<file path="config.mk">
export PLATFORM = sky130hd
export DESIGN_NAME = ppg_sample_acquisition_sequencer_top
export DESIGN_NICKNAME = d
export VERILOG_FILES = /design/src/hw/rtl/ppg_seq_pkg.sv /design/src/hw/rtl/ppg_sample_acquisition_sequencer_top.sv
export SDC_FILE = /design/constraint.sdc
export NUM_CORES = 1
export LEC_CHECK = 0
export BUFFER_PORTS_ARGS = -buffer_cell sky130_fd_sc_hd__buf_2
export CAP_MARGIN = 0
export CORE_MARGIN = 2
export CORE_UTILIZATION = 25
export DETAILED_ROUTE_END_ITERATION = 6
export GPL_TIMING_DRIVEN = 0
export SYNTH_ARGS = -nofsm -noshare
export SYNTH_HDL_FRONTEND = slang
export SYNTH_SLANG_ARGS = --single-unit
</file>
<file path="constraint.sdc">
create_clock -name clock -period 5.94 [get_ports clock]
set_clock_uncertainty 0.15 [all_clocks]
set_input_delay 1.188 -clock clock [delete_from_list [all_inputs] [get_ports clock]]
set_output_delay 1.188 -clock clock [all_outputs]
set_load 0.05 [all_outputs]
</file>
<file path="src/hw/rtl/ppg_seq_pkg.sv">
package ppg_seq_pkg;

   localparam int RING_DEPTH   = 512;
   localparam int PORTION_SIZE = 100;

   localparam int INDEX_W  = $clog2(RING_DEPTH);
   localparam int COUNT_W  = 10;
   localparam int SAMPLE_W = 18;
   localparam int WORD_W   = 24;
   localparam int DRIVE_W  = 8;
   localparam int LEVEL_W  = 18;
   localparam int CSR_IDX_W  = 3;
   localparam int CSR_DATA_W = 18;

   localparam int PORTION_MOD = PORTION_SIZE % RING_DEPTH;

   localparam logic [COUNT_W-1:0] COUNT_MAX = {COUNT_W{1'b1}};

   localparam logic [WORD_W-1:0] MASK_15B = 24'h007FFF;
   localparam logic [WORD_W-1:0] MASK_16B = 24'h00FFFF;
   localparam logic [WORD_W-1:0] MASK_17B = 24'h01FFFF;
   localparam logic [WORD_W-1:0] MASK_18B = 24'h03FFFF;

   localparam logic MODE_SAMPLE = 1'b0;
   localparam logic MODE_TICK   = 1'b1;

   typedef enum logic [1:0] {
      PW_SHIFT3 = 2'd0,
      PW_SHIFT2 = 2'd1,
      PW_SHIFT1 = 2'd2,
      PW_SHIFT0 = 2'd3
   } pulse_width_type;

   typedef enum logic [CSR_IDX_W-1:0] {
      CSR_PULSE_WIDTH  = 3'd0,
      CSR_PRESENCE_ON  = 3'd1,
      CSR_PRESENCE_OFF = 3'd2,
      CSR_RED_HIGH     = 3'd3,
      CSR_IR_HIGH      = 3'd4,
      CSR_RED_LOW      = 3'd5,
      CSR_IR_LOW       = 3'd6,
      CSR_UNUSED       = 3'd7
   } csr_index_type;

   typedef enum logic [3:0] {
      PH_IDLE    = 4'b0001,
      PH_FILL    = 4'b0010,
      PH_COMPUTE = 4'b0100,
      PH_COLLECT = 4'b1000
   } phase_type;

   localparam logic [1:0] PHASE_CODE_IDLE    = 2'd0;
   localparam logic [1:0] PHASE_CODE_FILL    = 2'd1;
   localparam logic [1:0] PHASE_CODE_COMPUTE = 2'd2;
   localparam logic [1:0] PHASE_CODE_COLLECT = 2'd3;

   function automatic logic [1:0] phase_code(input phase_type ph);
      logic [1:0] code;
      unique case (ph)
         PH_IDLE:    code = PHASE_CODE_IDLE;
         PH_FILL:    code = PHASE_CODE_FILL;
         PH_COMPUTE: code = PHASE_CODE_COMPUTE;
         PH_COLLECT: code = PHASE_CODE_COLLECT;
         default:    code = PHASE_CODE_IDLE;
      endcase
      return code;
   endfunction

   function automatic logic [SAMPLE_W-1:0] scale_red(input pulse_width_type pw,
                                                     input logic [WORD_W-1:0] raw);
      logic [WORD_W-1:0] v;
      unique case (pw)
         PW_SHIFT3: v = (raw >> 3) & MASK_15B;
         PW_SHIFT2: v = (raw >> 2) & MASK_16B;
         PW_SHIFT1: v = (raw >> 1) & MASK_17B;
         PW_SHIFT0: v = raw & MASK_18B;
         default:   v = raw & MASK_18B;
      endcase
      return v[SAMPLE_W-1:0];
   endfunction

endpackage

</file>
<file path="src/hw/rtl/ppg_sample_acquisition_sequencer_top.sv">
// Optical pulse sensor acquisition sequencer. Each req_ transaction is either a sample
// (req_mode 0: red word scaled by the pulse-width code, infrared cut to 18 bits, reported
// with its ring slot, presence hysteresis updated, ring head and saturating count advanced)
// or a tick (req_mode 1: one step of the idle/fill/compute/collect sequencer, which reports
// LED drive updates and analysis-window requests). Every transaction gives exactly one rsp_
// transaction; the block takes one transaction per cycle while rsp_stall is low, through a
// single input register and a single result register with the sequencer state updated between
// them. Registers are written on the csr_ port, which is always ready; index 7 is ignored.
// Write registers only while no transaction is in flight.
module ppg_sample_acquisition_sequencer_top (
   input  logic                                 clock,
   input  logic                                 reset,
   input  logic                                 req_valid,
   output logic                                 req_stall,
   input  logic                                 req_mode,
   input  logic [ppg_seq_pkg::WORD_W-1:0]       req_red_word,
   input  logic [ppg_seq_pkg::WORD_W-1:0]       req_ir_word,
   output logic                                 rsp_valid,
   input  logic                                 rsp_stall,
   output logic                                 rsp_sample_valid,
   output logic [ppg_seq_pkg::SAMPLE_W-1:0]     rsp_red_sample,
   output logic [ppg_seq_pkg::SAMPLE_W-1:0]     rsp_ir_sample,
   output logic [ppg_seq_pkg::INDEX_W-1:0]      rsp_write_index,
   output logic                                 rsp_presence,
   output logic [1:0]                           rsp_phase,
   output logic                                 rsp_drive_update,
   output logic [ppg_seq_pkg::DRIVE_W-1:0]      rsp_red_drive,
   output logic [ppg_seq_pkg::DRIVE_W-1:0]      rsp_ir_drive,
   output logic                                 rsp_window_request,
   output logic [ppg_seq_pkg::INDEX_W-1:0]      rsp_window_start,
   input  logic                                 csr_valid,
   output logic                                 csr_ready,
   input  logic [ppg_seq_pkg::CSR_IDX_W-1:0]    csr_index,
   input  logic [ppg_seq_pkg::CSR_DATA_W-1:0]   csr_wdata
);
   import ppg_seq_pkg::*;

   pulse_width_type       pulse_width_ff;
   logic [LEVEL_W-1:0]    on_level_ff;
   logic [LEVEL_W-1:0]    off_level_ff;
   logic [DRIVE_W-1:0]    red_high_ff;
   logic [DRIVE_W-1:0]    ir_high_ff;
   logic [DRIVE_W-1:0]    red_low_ff;
   logic [DRIVE_W-1:0]    ir_low_ff;

   logic                  in_valid_ff;
   logic                  in_mode_ff;
   logic [WORD_W-1:0]     in_red_ff;
   logic [WORD_W-1:0]     in_ir_ff;

   phase_type             phase_ff, phase_in;
   logic                  presence_ff, presence_in;
   logic [INDEX_W-1:0]    head_ff, head_in;
   logic [INDEX_W-1:0]    tail_ff, tail_in;
   logic [COUNT_W-1:0]    count_ff, count_in;

   logic                  out_valid_ff;
   logic                  out_sample_valid_ff;
   logic [SAMPLE_W-1:0]   out_red_ff;
   logic [SAMPLE_W-1:0]   out_ir_ff;
   logic [INDEX_W-1:0]    out_widx_ff;
   logic                  out_presence_ff;
   logic [1:0]            out_phase_ff;
   logic                  out_update_ff;
   logic [DRIVE_W-1:0]    out_red_drive_ff;
   logic [DRIVE_W-1:0]    out_ir_drive_ff;
   logic                  out_wreq_ff;
   logic [INDEX_W-1:0]    out_wstart_ff;

   logic                  out_take;
   logic                  advance;
   logic                  in_take;

   logic [SAMPLE_W-1:0]   red_s;
   logic [SAMPLE_W-1:0]   ir_s;
   logic                  upd;
   logic [DRIVE_W-1:0]    rdrv;
   logic [DRIVE_W-1:0]    idrv;
   logic                  wreq;
   logic [INDEX_W:0]      tail_sum;
   logic [INDEX_W-1:0]    tail_step;
   logic [INDEX_W-1:0]    head_step;
   logic [COUNT_W:0]      fill_sum;

   assign out_take  = !out_valid_ff || !rsp_stall;
   assign advance   = in_valid_ff && out_take;
   assign req_stall = in_valid_ff && !out_take;
   assign in_take   = req_valid && !req_stall;
   assign csr_ready = 1'b1;

   always_ff @(posedge clock) begin
      if (reset) begin
         pulse_width_ff <= PW_SHIFT2;
         on_level_ff    <= LEVEL_W'(50000);
         off_level_ff   <= LEVEL_W'(30000);
         red_high_ff    <= DRIVE_W'(36);
         ir_high_ff     <= DRIVE_W'(36);
         red_low_ff     <= DRIVE_W'(0);
         ir_low_ff      <= DRIVE_W'(2);
      end else if (csr_valid && csr_ready) begin
         unique case (csr_index_type'(csr_index))
            CSR_PULSE_WIDTH:  pulse_width_ff <= pulse_width_type'(csr_wdata[1:0]);
            CSR_PRESENCE_ON:  on_level_ff    <= csr_wdata[LEVEL_W-1:0];
            CSR_PRESENCE_OFF: off_level_ff   <= csr_wdata[LEVEL_W-1:0];
            CSR_RED_HIGH:     red_high_ff    <= csr_wdata[DRIVE_W-1:0];
            CSR_IR_HIGH:      ir_high_ff     <= csr_wdata[DRIVE_W-1:0];
            CSR_RED_LOW:      red_low_ff     <= csr_wdata[DRIVE_W-1:0];
            CSR_IR_LOW:       ir_low_ff      <= csr_wdata[DRIVE_W-1:0];
            default: ;
         endcase
      end
   end

   always_ff @(posedge clock) begin
      if (reset) begin
         in_valid_ff <= 1'b0;
      end else if (in_take) begin
         in_valid_ff <= 1'b1;
      end else if (advance) begin
         in_valid_ff <= 1'b0;
      end
   end

   always_ff @(posedge clock) begin
      if (in_take) begin
         in_mode_ff <= req_mode;
         in_red_ff  <= req_red_word;
         in_ir_ff   <= req_ir_word;
      end
   end

   assign head_step = (head_ff == INDEX_W'(RING_DEPTH - 1)) ? '0 : head_ff + 1'b1;
   assign tail_sum  = {1'b0, tail_ff} + (INDEX_W + 1)'(PORTION_MOD);
   assign tail_step = (tail_sum >= (INDEX_W + 1)'(RING_DEPTH))
                      ? INDEX_W'(tail_sum - (INDEX_W + 1)'(RING_DEPTH))
                      : tail_sum[INDEX_W-1:0];
   assign fill_sum  = {1'b0, count_ff} + (COUNT_W + 1)'(PORTION_SIZE);

   always_comb begin
      phase_in    = phase_ff;
      presence_in = presence_ff;
      head_in     = head_ff;
      tail_in     = tail_ff;
      count_in    = count_ff;
      red_s       = '0;
      ir_s        = '0;
      upd         = 1'b0;
      rdrv        = '0;
      idrv        = '0;
      wreq        = 1'b0;
      if (in_mode_ff == MODE_SAMPLE) begin
         red_s = scale_red(pulse_width_ff, in_red_ff);
         ir_s  = in_ir_ff[SAMPLE_W-1:0];
         if (presence_ff) begin
            if (ir_s < off_level_ff) presence_in = 1'b0;
         end else begin
            if (ir_s > on_level_ff) presence_in = 1'b1;
         end
         head_in = head_step;
         if (count_ff != COUNT_MAX) count_in = count_ff + 1'b1;
      end else begin
         priority if (phase_ff == PH_IDLE) begin
            if (presence_ff) begin
               count_in = '0;
               tail_in  = head_ff;
               upd      = 1'b1;
               rdrv     = red_high_ff;
               idrv     = ir_high_ff;
               phase_in = PH_FILL;
            end
         end else if (!presence_ff) begin
            upd      = 1'b1;
            rdrv     = red_low_ff;
            idrv     = ir_low_ff;
            phase_in = PH_IDLE;
         end else if (phase_ff == PH_FILL) begin
            if (fill_sum > (COUNT_W + 1)'(RING_DEPTH)) phase_in = PH_COMPUTE;
         end else if (phase_ff == PH_COMPUTE) begin
            wreq     = 1'b1;
            tail_in  = tail_step;
            count_in = '0;
            phase_in = PH_COLLECT;
         end else begin
            if (count_ff > COUNT_W'(PORTION_SIZE)) phase_in = PH_COMPUTE;
         end
      end
   end

   always_ff @(posedge clock) begin
      if (reset) begin
         phase_ff    <= PH_IDLE;
         presence_ff <= 1'b0;
         head_ff     <= '0;
         tail_ff     <= '0;
         count_ff    <= '0;
      end else if (advance) begin
         phase_ff    <= phase_in;
         presence_ff <= presence_in;
         head_ff     <= head_in;
         tail_ff     <= tail_in;
         count_ff    <= count_in;
      end
   end

   always_ff @(posedge clock) begin
      if (reset) begin
         out_valid_ff <= 1'b0;
      end else if (out_take) begin
         out_valid_ff <= advance;
      end
   end

   always_ff @(posedge clock) begin
      if (advance) begin
         out_sample_valid_ff <= (in_mode_ff == MODE_SAMPLE);
         out_red_ff          <= red_s;
         out_ir_ff           <= ir_s;
         out_widx_ff         <= head_ff;
         out_presence_ff     <= presence_in;
         out_phase_ff        <= phase_code(phase_in);
         out_update_ff       <= upd;
         out_red_drive_ff    <= rdrv;
         out_ir_drive_ff     <= idrv;
         out_wreq_ff         <= wreq;
         out_wstart_ff       <= wreq ? tail_ff : tail_in;
      end
   end

   assign rsp_valid          = out_valid_ff;
   assign rsp_sample_valid   = out_sample_valid_ff;
   assign rsp_red_sample     = out_red_ff;
   assign rsp_ir_sample      = out_ir_ff;
   assign rsp_write_index    = out_widx_ff;
   assign rsp_presence       = out_presence_ff;
   assign rsp_phase          = out_phase_ff;
   assign rsp_drive_update   = out_update_ff;
   assign rsp_red_drive      = out_red_drive_ff;
   assign rsp_ir_drive       = out_ir_drive_ff;
   assign rsp_window_request = out_wreq_ff;
   assign rsp_window_start   = out_wstart_ff;

   a_reset_empty: assert property (@(posedge clock) reset |=> !rsp_valid)
      else $error("result pending after reset");

   a_wreq_phase: assert property (@(posedge clock) disable iff (reset)
      rsp_valid && rsp_window_request |-> rsp_phase == PHASE_CODE_COLLECT && rsp_presence)
      else $error("window request outside collect entry");

   a_update_phase: assert property (@(posedge clock) disable iff (reset)
      rsp_valid && rsp_drive_update |->
         (rsp_phase == PHASE_CODE_FILL && rsp_presence) ||
         (rsp_phase == PHASE_CODE_IDLE && !rsp_presence))
      else $error("drive update with inconsistent phase");

   a_sample_quiet: assert property (@(posedge clock) disable iff (reset)
      rsp_valid && rsp_sample_valid |-> !rsp_drive_update && !rsp_window_request)
      else $error("sample result carries sequencer action");

endmodule

</file>
==> results of run 1 <==
==> stage by stage <==
step	setup WS, ns	hold WS (ns)	power, mW
after floorplan	1.31	0.284	1.92
final	2.79	0.303	3.74
after global placement	-0.517	0.289	2.03
after detailed placement	2.60	0.297	2.04
after CTS	2.78	0.304	3.80
after global routing	2.75	0.315	3.89
==> state kept, by name, summed over array words and instances, names as in the netlist, 2 cells and up <==
| register | count |
|---|---|
| ir_low_ff | 8 |
| red_high_ff | 8 |
| rsp_ir_drive | 8 |
| rsp_red_sample | 18 |
| rsp_ir_sample | 18 |
| rsp_window_start | 9 |
| in_ir_ff | 18 |
| pulse_width_ff | 2 |
| count_ff | 10 |
| on_level_ff | 18 |
| tail_ff | 9 |
| off_level_ff | 18 |
| rsp_write_index | 9 |
| phase_ff | 4 |
| rsp_phase | 2 |
| head_ff | 9 |
| ir_high_ff | 8 |
| red_low_ff | 8 |
| in_red_ff | 18 |
| rsp_red_drive | 8 |
==> Yosys cell counts (5+ instances only) <==
cell      instances  area [um^2]
edfxtp_1        113         3390
o21ai_0          20          100
inv_1            42          158
ha_1             40          500
a211oi_1          9         67.6
xnor2_1           5         43.8
o31ai_1           5         37.5
o211ai_1          9         67.6
a21oi_1          78          390
a22o_1           16          140
nor2_1           65          244
nand3_1          20          100
dfxtp_1         105         2100
and2_1           16          100
mux4_2           12          270
nor2b_1          27          169
and3_1            9         56.3
nand4_1           8         50.1
nor3_1            6         30.0
xor2_1           13          114
a21o_1            6         45.0
clkbuf_1         28          105
mux2_2            5         56.3
nand2_1         165          619
==> cell families (layout without fill, tap and decap cells) <==
group           after synthesis  in the layout
buf+inv                      81            276
xor+xnor                     18             18
simple gates                344            344
flops                       218            218
fa+ha+maj                    40             40
mux                          20             20
compound gates              178            178
other cells                   1              4
==> tightest hold or removal path, cell delays in order (launching register included) <==
cell and delay, ns:
dfxtp_1 0.30, nand2_1 0.05, a21oi_1 0.05
==> final cells by class <==
class	count	area, um^2
Inverter	43	161
Buffer	38	164
Clock inverter	8	109
Fill cell	3863	25800
Antenna cell	3	7.51
Multi-Input combinational cell	601	3800
Timing Repair Buffer	143	761
Clock buffer	44	857
Tap cell	511	639
Sequential cell	218	5500
==> routing by layer <==
metal  up-vias  part of all wire
met4        12             0.025
met1      3456              0.45
met3        63             0.067
met2       210              0.45
li1       3570                 -
met5         -            0.0024
==> worst max-delay path by stage <==
| stage | from | to | cells past startpoint |
|---|---|---|---|
| floorplan | rsp_stall | rsp_drive_update | 4 |
| finish | rsp_stall | req_stall | 3 |
| global placement | rsp_stall | tail_ff[4] | 7 |
| CTS | rsp_stall | req_stall | 3 |
| global route | rsp_stall | req_stall | 3 |
| detailed placement | rsp_stall | tail_ff[4] | 8 |
==> where the power goes <==
part           internal (mW)  switching [mW]
Clock                   1.08           0.657
Sequential              1.64          0.0325
Combinational         0.0989           0.230
Total                   2.82           0.919
==> metrics.yaml, run 1 <==
clock_tree:
  cts_tree: "yes"
  htree_levels: 1
  post_cts_buffers: 0
  cts_resized: 0
  clkTransAtPathRegs_ns: 0.05
  numCtsBuffers: 28
  insertion_delay_ns: 0.55
  cts_root_buf: "clkbuf_16"
  cts.sinks: 218
  cts_hold_buf: 0
  cts_max_path_buffers: 3
critical_path:
  reg2reg_depth: 5
  crit_path_start_kind: "primary input"
  r2r-start: "in_mode_ff"
  r2r_setup_slack_ns: 3.32
  crit_path_frequent_cell: "buf_2"
  cp.required_ns: 4.60
  path_buf_inv: 2
  arrival_ns: 1.81
  cp_top_family: "buffers and inverters"
  crit_chain: "buf_2, and3_1, buf_2"
  crit_slowest_cell: "buf_2"
  critPathMaxStageDelay_ns: 0.29
  worstPathMaxFanout: 3
  crit_path_end_kind: "primary output"
  worstSetupPathType: "primary input to primary output"
  r2r-end: "rsp_ir_drive[7]"
power_and_ir_drop:
  p_per_area_nw_per_um2: 312
  peakVddDrop_v: 0.000194
  p_leak_nw: 4.59
synth:
  avgSynthCellArea_um2: 10.7
  synthMuxAreaShare: 0.0371
  synth_top_family_by_area: "simple AND/OR/NAND/NOR gates"
  synthFlopType: "edfxtp_1"
  syn_nets: 1015
  synth_cells: 900
  synthAdderAreaFrac: 0.0521
  synth-async-reset-ratio: 0
  synth_edf_count: 113
  synth_cell_types: 68
  ys_warn_count: 0
  synth_simple_gate_area_frac: 0.169
  synth_compound_area_frac: 0.119
  synthesis.area_um2: 9610
  ys_seq_elements: 218
  synth_xor_area_frac: 0.0164
  yosysSeqAreaShare: 0.572
detailed_routing:
  dr.pass1.iters: 5
  routed_via_density: 4.54
  first_iter_violations: 526
  wire_per_inst_um: 16.8
  antenna_left: 0
  drc_errors: 0
  wl_mm: 27.0
  num_vias: 7311
timing:
  slew_viol_final: 0
  tightest_slew_ns: 0.916
  rsz0062_at_grt: "false"
  maxSlewHeadroom: 0.385
  min_period_ns: 3.15
  timing.setup.tns_ns: 0
  max_clock_freq_mhz: 317
  timing.final.crit_share: 0.530
  hold_viol: 0
  setup_viol: 0
floorplan:
  die_width_um: 200
  core_area_um2: 37800
  rows: 71
  dieArea_um2: 40000
  die_h_um: 200
  initial_utilization: 0.254
  boundaryPins: 154
global_routing:
  grt_busiest_layer: "met2"
  grt_overflow: 0
  grt_max_degree: 42
  grt_use_met1: 0.177
  grt_pass1_wl_mm: 40.4
  track_usage: 0.133
  grt_pass1_vias: 6971
  antenna_found_initial: 9
  met3_usage: 0.0333
  grt_use_met2: 0.214
job:
  drv_cap: 0
cells_and_area:
  final_design_area_no_fill_um2: 12000
  most-common-layout-cells: "nand2_1 (165), buf_2 (145), edfxtp_1 (113)"
  stdcell_count: 1609
  fin_util: 0.318
  layout-area-overhead-vs-synth_pct: 24.8
  final_common_cell: "nand2_1"
  fin_nets: 1188
  drive_gt1_frac: 0.206
min_path:
  hp-class: "flip-flop to flip-flop"
  holdPathEnd: "ir_low_ff[2]"
  hold-path-cell-count: 2
  min_from: "ir_low_ff[2]"
placed_design:
  dp.cells: 1554
  place.gp.congestion: 0.861
  hpwl_mm: 19.7
  portBuffers: 140
  dpl_cell_area_um2: 11000
status:
  outcome: "complete, no violations"
(Power assumes the default switching activity.)
==> run 2, diff against run 1 <==
==> constraint.sdc (replaced) <==
create_clock -name clock -period 2.8 [get_ports clock]
set_clock_uncertainty 0.15 [all_clocks]
set_input_delay 0.56 -clock clock [delete_from_list [all_inputs] [get_ports clock]]
set_output_delay 0.56 -clock clock [all_outputs]
set_load 0.05 [all_outputs]
==> run 2 against run 1 <==
Net effect:
- sequential power is 110% higher
- wire length is 0.10% lower
- via count is 0.15% higher
- global-route usage is 0.089 points higher
- setup slack worse by 2.6 ns
- critical path type is now flip-flop to flip-flop
- critical endpoint is now rsp_sample_valid
==> metrics.yaml, run 2 (synthesis gave the netlist of run 1 again) <==
clock_tree:
  cts_max_path_buffers: 3
  cts_root_buf: "clkbuf_16"
  htree_levels: 1
  numCtsBuffers: 27
  cts_tree: "yes"
  cts.sinks: 218
  clkTransAtPathRegs_ns: 0.06
  insertion_delay_ns: 0.54
floorplan:
  boundaryPins: 154
  die_h_um: 200
  die_width_um: 200
  dieArea_um2: 40000
  core_area_um2: 37800
  initial_utilization: 0.254
  rows: 71
placed_design:
  place.gp.congestion: 0.879
  pre_cts_slack_ns: -0.153
  hpwl_mm: 19.6
  dp.cells: 1553
  portBuffers: 140
  dpl_cell_area_um2: 11000
min_path:
  hold-path-cell-count: 1
  hp-class: "primary input to flip-flop"
timing:
  setup_viol: 0
  rsz0062_at_grt: "false"
  timing.final.crit_share: 0.935
  hold_viol: 0
  maxSlewHeadroom: 0.335
  timing.setup.tns_ns: 0
  tightest_slew_ns: 0.990
  slew_viol_final: 0
  max_clock_freq_mhz: 382
  min_period_ns: 2.62
  setup_slack_ns: 0.182
detailed_routing:
  wire_per_inst_um: 16.8
  num_vias: 7322
  wl_mm: 26.9
  drc_errors: 0
  antenna_left: 0
  first_iter_violations: 332
  dr.pass1.iters: 6
  routed_via_density: 4.56
global_routing:
  grt_pass1_wl_mm: 40.8
  grt_max_degree: 48
  antenna_found_initial: 7
  track_usage: 0.134
  grt_pass1_vias: 7129
  grt_overflow: 0
power_and_ir_drop:
  peakVddDrop_v: 0.000351
  sequentialPowerShare: 0.472
  p_switching_mw: 1.90
  power.share.switching: 0.252
  comb_power_share: 0.092
  p_leak_nw: 4.52
  p_per_area_nw_per_um2: 637
  p_int_mw: 5.65
  p_clk_frac: 0.437
cells_and_area:
  fin_nets: 1186
  layout-area-overhead-vs-synth_pct: 23.3
  final_common_cell: "nand2_1"
  final_design_area_no_fill_um2: 11800
  most-common-layout-cells: "nand2_1 (165), buf_2 (144), edfxtp_1 (113)"
  drive_gt1_frac: 0.201
  stdcell_count: 1605
job:
  drv_cap: 0
critical_path:
  arrival_ns: 2.69
  reg2reg_depth: 5
  crit_path_end_kind: "flip-flop"
  worstSetupPathType: "flip-flop to flip-flop"
  r2r_setup_slack_ns: 0.18
  cp.required_ns: 2.87
  crit_path_start_kind: "flip-flop"
  worstPathMaxFanout: 47
status:
  outcome: "complete, no violations"
## run 2: cell types whose count changed in the layout (fill, tap and decap cells not counted), moves of 2 or more
cell / change
clkinv_1: +2
clkbuf_16: -3
inv_4: -3
clkinv_2: +4
clkbuf_8: -2
clkbuf_1: +2
## run 2: metal layers
metal  vias to the layer above  share of wire  GRT usage
li1                       3553              -          -
met1                      3513           0.44      0.174
met2                       196           0.46      0.220
met3                        50          0.070     0.0371
met4                        10          0.022     0.0359
met5                         -         0.0026          0
## run 2: timing repair
item | 4_1_cts | 5_1_grt
buffers inserted | 0 | 0
resized for setup | 0 | 1
hold buffers | 0 | 0
setup endpoints to repair | 0 | 8
## run 2: area by class of cell
type	count	area, um^2
tap	511	639
sequential	218	5500
fill	3891	25900
clock buffer	40	754
buffer	38	166
antenna	2	5.00
timing repair buffer	142	741
multi-input combinational	601	3800
clock inverter	10	80.1
inverter	43	161
## run 2: worst max-delay path, cell delays in order, from the launching register on
cell,delay [ns]
dfxtp_1,0.34
a21bo_1,0.31
inv_1,0.10
clkbuf_1,0.41
buf_4,0.65
buf_12,0.32
## run 2: path summary, 6_finish.rpt
path	from	end
worst max-delay path	in_valid_ff	rsp_sample_valid
worst max register to register	in_valid_ff	rsp_sample_valid
worst min-delay path	req_ir_word[5]	in_ir_ff[5]
worst min register to register	tail_ff[0]	tail_ff[0]
## run 2: per-stage QoR
stage	hold slack, ns	utilization	power [mW]
CTS	0.00981	0.313	7.66
global route	0.0166	0.314	7.88
detailed placement	0.296	0.291	4.32
finish	0.0407	0.314	7.55
floorplan	0.284	-	4.06
global placement	0.289	0.290	4.30
## run 2: power groups by stage
stage	sequential [mW]	combinational [mW]	clock [mW]
after global routing	3.57	0.754	3.55
after floorplan	3.78	0.285	0
after detailed placement	3.63	0.696	0
after CTS	3.56	0.699	3.41
final	3.56	0.693	3.30
after global placement	3.63	0.677	0
